**src/rtl/core/cta_pkg.sv**
```systemverilog
// Shared types, op codes and width helpers for the typed integer ALU.
`timescale 1ns / 1ps
`default_nettype none
package cta_pkg;

  localparam int unsigned DataW = 64;
  localparam int unsigned DivSteps = DataW;
  localparam logic [5:0] ShMask = 6'd63;

  typedef enum logic [4:0] {
    OP_ADD = 5'd0, OP_SUB = 5'd1, OP_MUL = 5'd2, OP_AND = 5'd3, OP_OR = 5'd4,
    OP_XOR = 5'd5, OP_DIV = 5'd6, OP_REM = 5'd7, OP_LT = 5'd8, OP_GT = 5'd9,
    OP_LE = 5'd10, OP_GE = 5'd11, OP_EQ = 5'd12, OP_NE = 5'd13, OP_SHL = 5'd14,
    OP_SHR = 5'd15, OP_LAND = 5'd16, OP_LOR = 5'd17, OP_POS = 5'd18,
    OP_NEG = 5'd19, OP_NOT = 5'd20, OP_LNOT = 5'd21
  } op_t;

  typedef enum logic [1:0] {
    WC_8 = 2'd0, WC_16 = 2'd1, WC_32 = 2'd2, WC_64 = 2'd3
  } wcode_t;

  typedef enum logic [1:0] {
    SEL_PLAIN = 2'd0, SEL_MUL = 2'd1, SEL_DIV = 2'd2, SEL_REM = 2'd3
  } sel_t;

  // Result payload carried alongside the divider chain.
  typedef struct packed {
    logic [DataW-1:0] res;
    logic             w64;
    logic             u;
    logic             err;
    sel_t             sel;
    logic             qneg;
    logic             rneg;
  } pay_t;

  // One divider step state: partial remainder, dividend/quotient shifter, divisor.
  typedef struct packed {
    logic [DataW-1:0] r;
    logic [DataW-1:0] z;
    logic [DataW-1:0] d;
  } div_t;

  // Cut to 32 or 64 bits and extend back to 64.
  function automatic logic [DataW-1:0] fit32(input logic [DataW-1:0] v, input logic w64,
                                             input logic u);
    logic [DataW-1:0] o;
    if (w64)    o = v;
    else if (u) o = {32'd0, v[31:0]};
    else        o = {{32{v[31]}}, v[31:0]};
    return o;
  endfunction

  // Cut an operand to its own width and extend by its own signedness.
  function automatic logic [DataW-1:0] fit_in(input logic [DataW-1:0] v, input wcode_t c,
                                              input logic u);
    logic [DataW-1:0] o;
    case (c)
      WC_8:    o = u ? {56'd0, v[7:0]}  : {{56{v[7]}}, v[7:0]};
      WC_16:   o = u ? {48'd0, v[15:0]} : {{48{v[15]}}, v[15:0]};
      WC_32:   o = u ? {32'd0, v[31:0]} : {{32{v[31]}}, v[31:0]};
      default: o = v;
    endcase
    return o;
  endfunction

endpackage
`default_nettype wire

```
**src/rtl/core/cta_front.sv**
```systemverilog
// Operand decode, promotion, common type and all ops but multiply, divide and remainder, registered.
`timescale 1ns / 1ps
`default_nettype none
module cta_front (
  input  wire logic                       clk,
  input  wire logic                       en,
  input  wire logic [4:0]                 op,
  input  wire logic [cta_pkg::DataW-1:0]  a_value,
  input  wire logic [1:0]                 a_width_code,
  input  wire logic                       a_is_unsigned,
  input  wire logic [cta_pkg::DataW-1:0]  b_value,
  input  wire logic [1:0]                 b_width_code,
  input  wire logic                       b_is_unsigned,
  output cta_pkg::pay_t                   pay,
  output logic [cta_pkg::DataW-1:0]       x,
  output logic [cta_pkg::DataW-1:0]       y
);

  logic [cta_pkg::DataW-1:0] av, bv, xc, yc, cx, cy, shr_v;
  logic                      a64, b64, pau, pbu, cw64, cu;
  logic [5:0]                sh;
  cta_pkg::pay_t             pay_next;

  always_comb begin
    av  = cta_pkg::fit_in(a_value, cta_pkg::wcode_t'(a_width_code), a_is_unsigned);
    bv  = cta_pkg::fit_in(b_value, cta_pkg::wcode_t'(b_width_code), b_is_unsigned);
    a64 = (a_width_code == cta_pkg::WC_64);
    b64 = (b_width_code == cta_pkg::WC_64);
    // narrow types promote to signed 32
    pau = a_is_unsigned && (a_width_code[1] == 1'b1);
    pbu = b_is_unsigned && (b_width_code[1] == 1'b1);
    if (pau == pbu) begin
      cw64 = a64 | b64;
      cu   = pau;
    end else if (pau) begin
      cw64 = a64 | b64;
      cu   = a64 | !b64;
    end else begin
      cw64 = a64 | b64;
      cu   = b64 | !a64;
    end
    xc = (cu && !cw64) ? {32'd0, av[31:0]} : av;
    yc = (cu && !cw64) ? {32'd0, bv[31:0]} : bv;
    cx = cu ? xc : {~xc[63], xc[62:0]};
    cy = cu ? yc : {~yc[63], yc[62:0]};
    sh = bv[5:0] & cta_pkg::ShMask;
    shr_v = (pau || !av[63]) ? (av >> sh) : ~((~av) >> sh);

    pay_next      = '0;
    pay_next.w64  = cw64;
    pay_next.u    = cu;
    pay_next.sel  = cta_pkg::SEL_PLAIN;
    case (op)
      cta_pkg::OP_ADD: pay_next.res = xc + yc;
      cta_pkg::OP_SUB: pay_next.res = xc - yc;
      cta_pkg::OP_MUL: pay_next.sel = cta_pkg::SEL_MUL;
      cta_pkg::OP_AND: pay_next.res = xc & yc;
      cta_pkg::OP_OR:  pay_next.res = xc | yc;
      cta_pkg::OP_XOR: pay_next.res = xc ^ yc;
      cta_pkg::OP_DIV, cta_pkg::OP_REM: begin
        pay_next.sel  = (op == cta_pkg::OP_DIV) ? cta_pkg::SEL_DIV : cta_pkg::SEL_REM;
        pay_next.err  = (yc == '0);
        pay_next.qneg = !cu && (xc[63] != yc[63]);
        pay_next.rneg = !cu && xc[63];
      end
      cta_pkg::OP_LT, cta_pkg::OP_GT, cta_pkg::OP_LE,
      cta_pkg::OP_GE, cta_pkg::OP_EQ, cta_pkg::OP_NE: begin
        pay_next.w64 = 1'b0;
        pay_next.u   = 1'b0;
        case (op)
          cta_pkg::OP_LT: pay_next.res = {63'd0, cx < cy};
          cta_pkg::OP_GT: pay_next.res = {63'd0, cx > cy};
          cta_pkg::OP_LE: pay_next.res = {63'd0, cx <= cy};
          cta_pkg::OP_GE: pay_next.res = {63'd0, cx >= cy};
          cta_pkg::OP_EQ: pay_next.res = {63'd0, cx == cy};
          default:        pay_next.res = {63'd0, cx != cy};
        endcase
      end
      cta_pkg::OP_SHL, cta_pkg::OP_SHR: begin
        pay_next.w64 = a64;
        pay_next.u   = pau;
        pay_next.res = (op == cta_pkg::OP_SHL) ? (av << sh) : shr_v;
      end
      cta_pkg::OP_LAND, cta_pkg::OP_LOR: begin
        pay_next.w64 = 1'b0;
        pay_next.u   = 1'b0;
        pay_next.res = (op == cta_pkg::OP_LAND) ? {63'd0, (av != '0) && (bv != '0)}
                                                : {63'd0, (av != '0) || (bv != '0)};
      end
      cta_pkg::OP_POS, cta_pkg::OP_NEG, cta_pkg::OP_NOT, cta_pkg::OP_LNOT: begin
        pay_next.w64 = a64;
        pay_next.u   = pau;
        case (op)
          cta_pkg::OP_POS: pay_next.res = av;
          cta_pkg::OP_NEG: pay_next.res = '0 - av;
          cta_pkg::OP_NOT: pay_next.res = ~av;
          default: begin
            pay_next.w64 = 1'b0;
            pay_next.u   = 1'b0;
            pay_next.res = {63'd0, av == '0};
          end
        endcase
      end
      default: pay_next.err = 1'b1;
    endcase
  end

  always_ff @(posedge clk) begin
    if (en) begin
      pay <= pay_next;
      x   <= xc;
      y   <= yc;
    end
  end

endmodule
`default_nettype wire

```
**config.mk**
```make
export PLATFORM = sky130hd
export DESIGN_NAME = cta_front
export DESIGN_NICKNAME = d
export VERILOG_FILES = /design/src/rtl/core/cta_pkg.sv /design/src/rtl/core/cta_front.sv
export SDC_FILE = /design/constraint.sdc
export NUM_CORES = 2
export LEC_CHECK = 0
export BUFFER_PORTS_ARGS = -buffer_cell sky130_fd_sc_hd__buf_2
export CORE_ASPECT_RATIO = 1.5
export CORE_UTILIZATION = 67
export DETAILED_ROUTE_END_ITERATION = 6
export PLACE_DENSITY = 0.89
export REMOVE_ABC_BUFFERS = 1
export SETUP_SLACK_MARGIN = 0.15
export SKIP_LAST_GASP = 1
export SLEW_MARGIN = 0
export SYNTH_ARGS = -nofsm -noshare
export SYNTH_HDL_FRONTEND = slang
export SYNTH_SLANG_ARGS = --single-unit
```
**constraint.sdc**
```tcl
create_clock -name clk -period 13.85 [get_ports clk]
set_clock_uncertainty 0.2 [all_clocks]
set_input_delay 1.385 -clock clk [delete_from_list [all_inputs] [get_ports clk]]
set_output_delay 1.385 -clock clk [all_outputs]
set_load 0.01 [all_outputs]
```
==> run summary, run 1 <==
synthesized instance count: 4111
status: did not finish
GP Congestion: 1.22
DIE HEIGHT: 266 um
Post-synth EDFFs: 199
largest net degree at the start of global routing: 83
initial core utilization: 68.1%
Inserted Clock Buffers: 17
Placement Rows: 96
GR Util All Layers: 70.6%
CTS sink count: 199
Syn. warnings: 0
CTS root buffer: clkbuf_16
chip width: 178 um
Synth Cell Area: 0.0312 sq mm
tool error: [ERROR GRT-0116] Global routing finished with congestion. Check the congestion regions in the DRC Viewer.
hpwl dp: 113000 um
post-CTS setup buffer count: 0
global route overflow: 147
IO Pins: 340
CTS max path bufs: 2
IO buf count: 339
# placed instances: 4750
vias in the first global route: 38.0k
ys async rst share: 0%
Stop stage: global routing (5_1_grt)
FF+latch count, synth: 199
H-tree depth: 4
# resized after CTS: 0
hold buffers post-CTS: 0
Setup WS pre-CTS: 4.99 ns
prevailing post-synth register cell: edfxtp_1
Avg Inst Size Synth: 7.60 sq um
Distinct cells, synth: 99
first-pass GRT wire length: 251000 um
dpl cell area: 0.0329 sq mm
part of the Yosys area used for sequential elements: 19.1%
-- cells in the mapped netlist (all sizes together) (50+ instances only) --
cell    count  area (sq um)
mux2       70           788
nand2     467          1750
nor3       81           417
a21o       50           383
ha        258          3230
xnor2      97           850
buf       104           475
mux4       64          1440
a21oi     413          2070
nand3      88           453
o211ai     69           518
edfxtp    199          5980
mux2i     184          1840
nor2      337          1270
o21ai     404          2020
inv       166           623
clkbuf    264           991
-- per-layer routing --
layer,GRT overflow,track usage (%)
met1,2,73.4
met2,67,90.6
met3,3,46.8
met4,73,71.9
met5,2,5.88
-- stage by stage --
| step | util, % | hold slack, ns |
|---|---|---|
| after floorplan | - | 1.28 |
| after detailed placement | 71.8 | 1.48 |
| after global placement | 71.8 | 1.47 |
| after CTS | 73.1 | 0.970 |
-- cells by family after synthesis --
logic type | count (synthesis) | share of synthesized area (%)
buf+inv | 536 | 6.71
fa+ha+maj | 260 | 10.4
mux | 318 | 13.0
flops | 199 | 19.1
compound gates | 1442 | 29.2
xor+xnor | 121 | 3.39
simple gates | 1235 | 18.1
==> run 2, diff against run 1 <==
--- a/config.mk
+++ b/config.mk
@@ -6,12 +6,10 @@
 export NUM_CORES = 2
 export LEC_CHECK = 0
 export BUFFER_PORTS_ARGS = -buffer_cell sky130_fd_sc_hd__buf_2
-export CORE_ASPECT_RATIO = 1.5
-export CORE_UTILIZATION = 67
+export CORE_UTILIZATION = 40
 export DETAILED_ROUTE_END_ITERATION = 6
-export PLACE_DENSITY = 0.89
+export PLACE_DENSITY_LB_ADDON = 0.15
 export REMOVE_ABC_BUFFERS = 1
-export SETUP_SLACK_MARGIN = 0.15
 export SKIP_LAST_GASP = 1
 export SLEW_MARGIN = 0
 export SYNTH_ARGS = -nofsm -noshare
==> run 2 against run 1 <==
  * The flow now finishes without violations
  * Synthesized cell count did not move
  * Area after synthesis unchanged
==> run summary, run 2 <==
status: finished, final reports clean
Critical Path Fanout Max: 63
chip width: 281 um
Vias: 35.8k
Worst Setup Start Kind: primary input
most frequent cells in the layout: nand2_1, a21oi_1, o21ai_0
synthesized instance count: 4111
DIE HEIGHT: 281 um
Fin. Hold Viols: 0
Routed WL: 172000 um
CTS sink count: 199
vias per inst: 6.80
CP required: 14.05 ns
internal power: 1.46 mW
commonest non-fill, non-tap cell in the layout: nand2_1
Power Density: 79.8 mW/mm^2
Hold Startpoint: b_value[3]
first-pass GRT wire length: 239000 um
count leader, synth: nand2_1
layout cells sized above 1: 16.2%
Tcrit/Tclk final: 64.1%
CTS max path bufs: 2
Slew Viols, Final: 0
Syn. warnings: 0
Clk network pwr share: 20.6%
RSZ-0062 raised after global routing: false
Inserted Clock Buffers: 17
DR pass1 iterations: 6
Total Power: 2.74 mW
initial drt markers: 5772
GP Congestion: 1.04
ys async rst share: 0%
prevailing post-synth register cell: edfxtp_1
CP endpoint kind: register
Hold EP: y[3]$_DFFE_PP_
Max Cap Viol: 0
part of the Yosys area used for sequential elements: 19.1%
Post-synth EDFFs: 199
VDD IR max: 0.0000896 V
non-filler cells, final: 5266
GR Util All Layers: 42.0%
Placement Rows: 102
data arrival time of the worst path: 9.08 ns
top cells by count, synth: nand2_1, a21oi_1, o21ai_0
Final #Nets: 4603
fillcell total: 8045
Final ANT Viol Nets: 0
# placed instances: 5224
DRC violations left: 0
TritonCTS clock tree: done
Setup WS pre-CTS: 4.80 ns
drt wl/cell: 32.6 um
Reg clk slew, reported paths: 0.10 ns
Largest regs: pay x71, x x64, y x64
Seq pwr share: 27.5%
worst setup margin: 4.97 ns
Crit Path Category: in2reg
share of the synthesized area in the top cell type: 19.1%
hold buffers post-CTS: 0
Worst Hold Class: in2reg
Final min period: 8.88 ns
IO buf count: 339
Synth Cell Area: 0.0312 sq mm
Avg Inst Size Synth: 7.60 sq um
fmax: 113 MHz
initial core utilization: 40.4%
Core Area: 0.0773 sq mm
global route overflow: 0
FF+latch count, synth: 199
WHS Path Cells: 1
Slew headroom: 6.39%
cell accounting for the most synthesized area: edfxtp_1
Comb power frac: 51.8%
Switching Fraction: 46.6%
NetSw: 1.28 mW
H-tree depth: 4
area grow syn2layout: 9.86%
LEAKAGE: 14.2 nW
largest net degree at the start of global routing: 105
final setup violation count: 0
most flop-heavy register: pay
Die ar.: 0.0792 sq mm
initial antenna violation count: 21
IO Pins: 340
Distinct cells, synth: 99
synth top area cells: edfxtp_1, ha_1, a21oi_1
vias in the first global route: 31.9k
Worst-Margin Slew: 1.39 ns
# resized after CTS: 0
CTS root buffer: clkbuf_16
Final Util: 44.4%
TNS Setup: 0 ns
Largest register FFs: 71
hpwl dp: 133000 um
post-CTS setup buffer count: 0
run 2: worst max path at each step:
stage / end / cells after the start / start / slack, ns
6_report: pay[61]$_DFFE_PP_ / 20 / b_value[2] / 4.97
5_1_grt: pay[70]$_DFFE_PP_ / 24 / b_value[0] / 4.76
4_1_cts: pay[61]$_DFFE_PP_ / 20 / b_value[2] / 5.38
3_5_place_dp: pay[61]$_DFFE_PP_ / 20 / b_value[2] / 4.80
3_3_place_gp: pay[61]$_DFFE_PP_ / 20 / b_value[2] / 4.91
2_1_floorplan: pay[70]$_DFFE_PP_ / 19 / a_width_code[0] / 5.33
run 2: power groups by stage:
stage	logic, mW	clock network [mW]	registers (mW)
global route	1.49	0.590	0.760
global placement	1.37	0	0.769
detailed placement	1.36	0	0.768
CTS	1.36	0.577	0.756
finish	1.42	0.565	0.755
floorplan	0.738	0	0.798
run 2: kinds of logic (layout without fill, tap and decap cells):
family | count (synthesis) | after routing | synth area share, %
AO/OA/AOI/OAI | 1442 | 1442 | 29.2
XOR/XNOR | 121 | 121 | 3.39
adder cells (fa/ha/maj) | 260 | 260 | 10.4
buffers and inverters | 536 | 641 | 6.71
flip-flops | 199 | 199 | 19.1
multiplexers | 318 | 318 | 13.0
other | 0 | 10 | 0
AND/OR/NAND/NOR | 1235 | 1235 | 18.1
run 2: cell type report:
type | instances | area, sq um | area share, %
clock inverters | 14 | 185 | 0.540
well taps | 1040 | 1300 | 3.79
inverters | 168 | 631 | 1.84
multi-input cells | 3376 | 23300 | 67.8
flip-flops and latches | 199 | 5980 | 17.4
diodes | 10 | 25.0 | 0.0729
clock buffers | 18 | 429 | 1.25
repair buffers | 441 | 2510 | 7.33
run 2: worst max-delay path: stages:
cell	delay, ns
buf_6	0.24
buf_4	0.36
or4_4	0.64
a2111oi_2	0.91
o2111ai_1	0.44
nor2_1	0.41
and2_1	0.25
a31oi_1	0.12
xnor2_1	0.16
ha_1	0.40
nand4_1	0.23
nor2_1	0.42
nand3_1	0.16
nor4_1	0.29
a21oi_1	0.28
o41ai_1	0.89
a221oi_1	0.47
nor2_1	0.46
mux2_2	0.38
o21ai_1	0.12
run 2: stage by stage:
step                      hold slack [ns]  area (sq um)
final                               0.902         34300
after global routing                0.887         34300
after CTS                           0.865         34300
after detailed placement             1.44         33700
after global placement               1.44         33700
after floorplan                      1.28         29800
run 2: metal layers:
metal  routed length, um  share of wire (%)  GRT usage, %
met5                 207               0.12             0
met1               71900                 42          59.1
met3               21100                 12          11.6
met4                7930                4.6          17.6
met2               70600                 41          59.4
(Power assumes the default switching activity.)
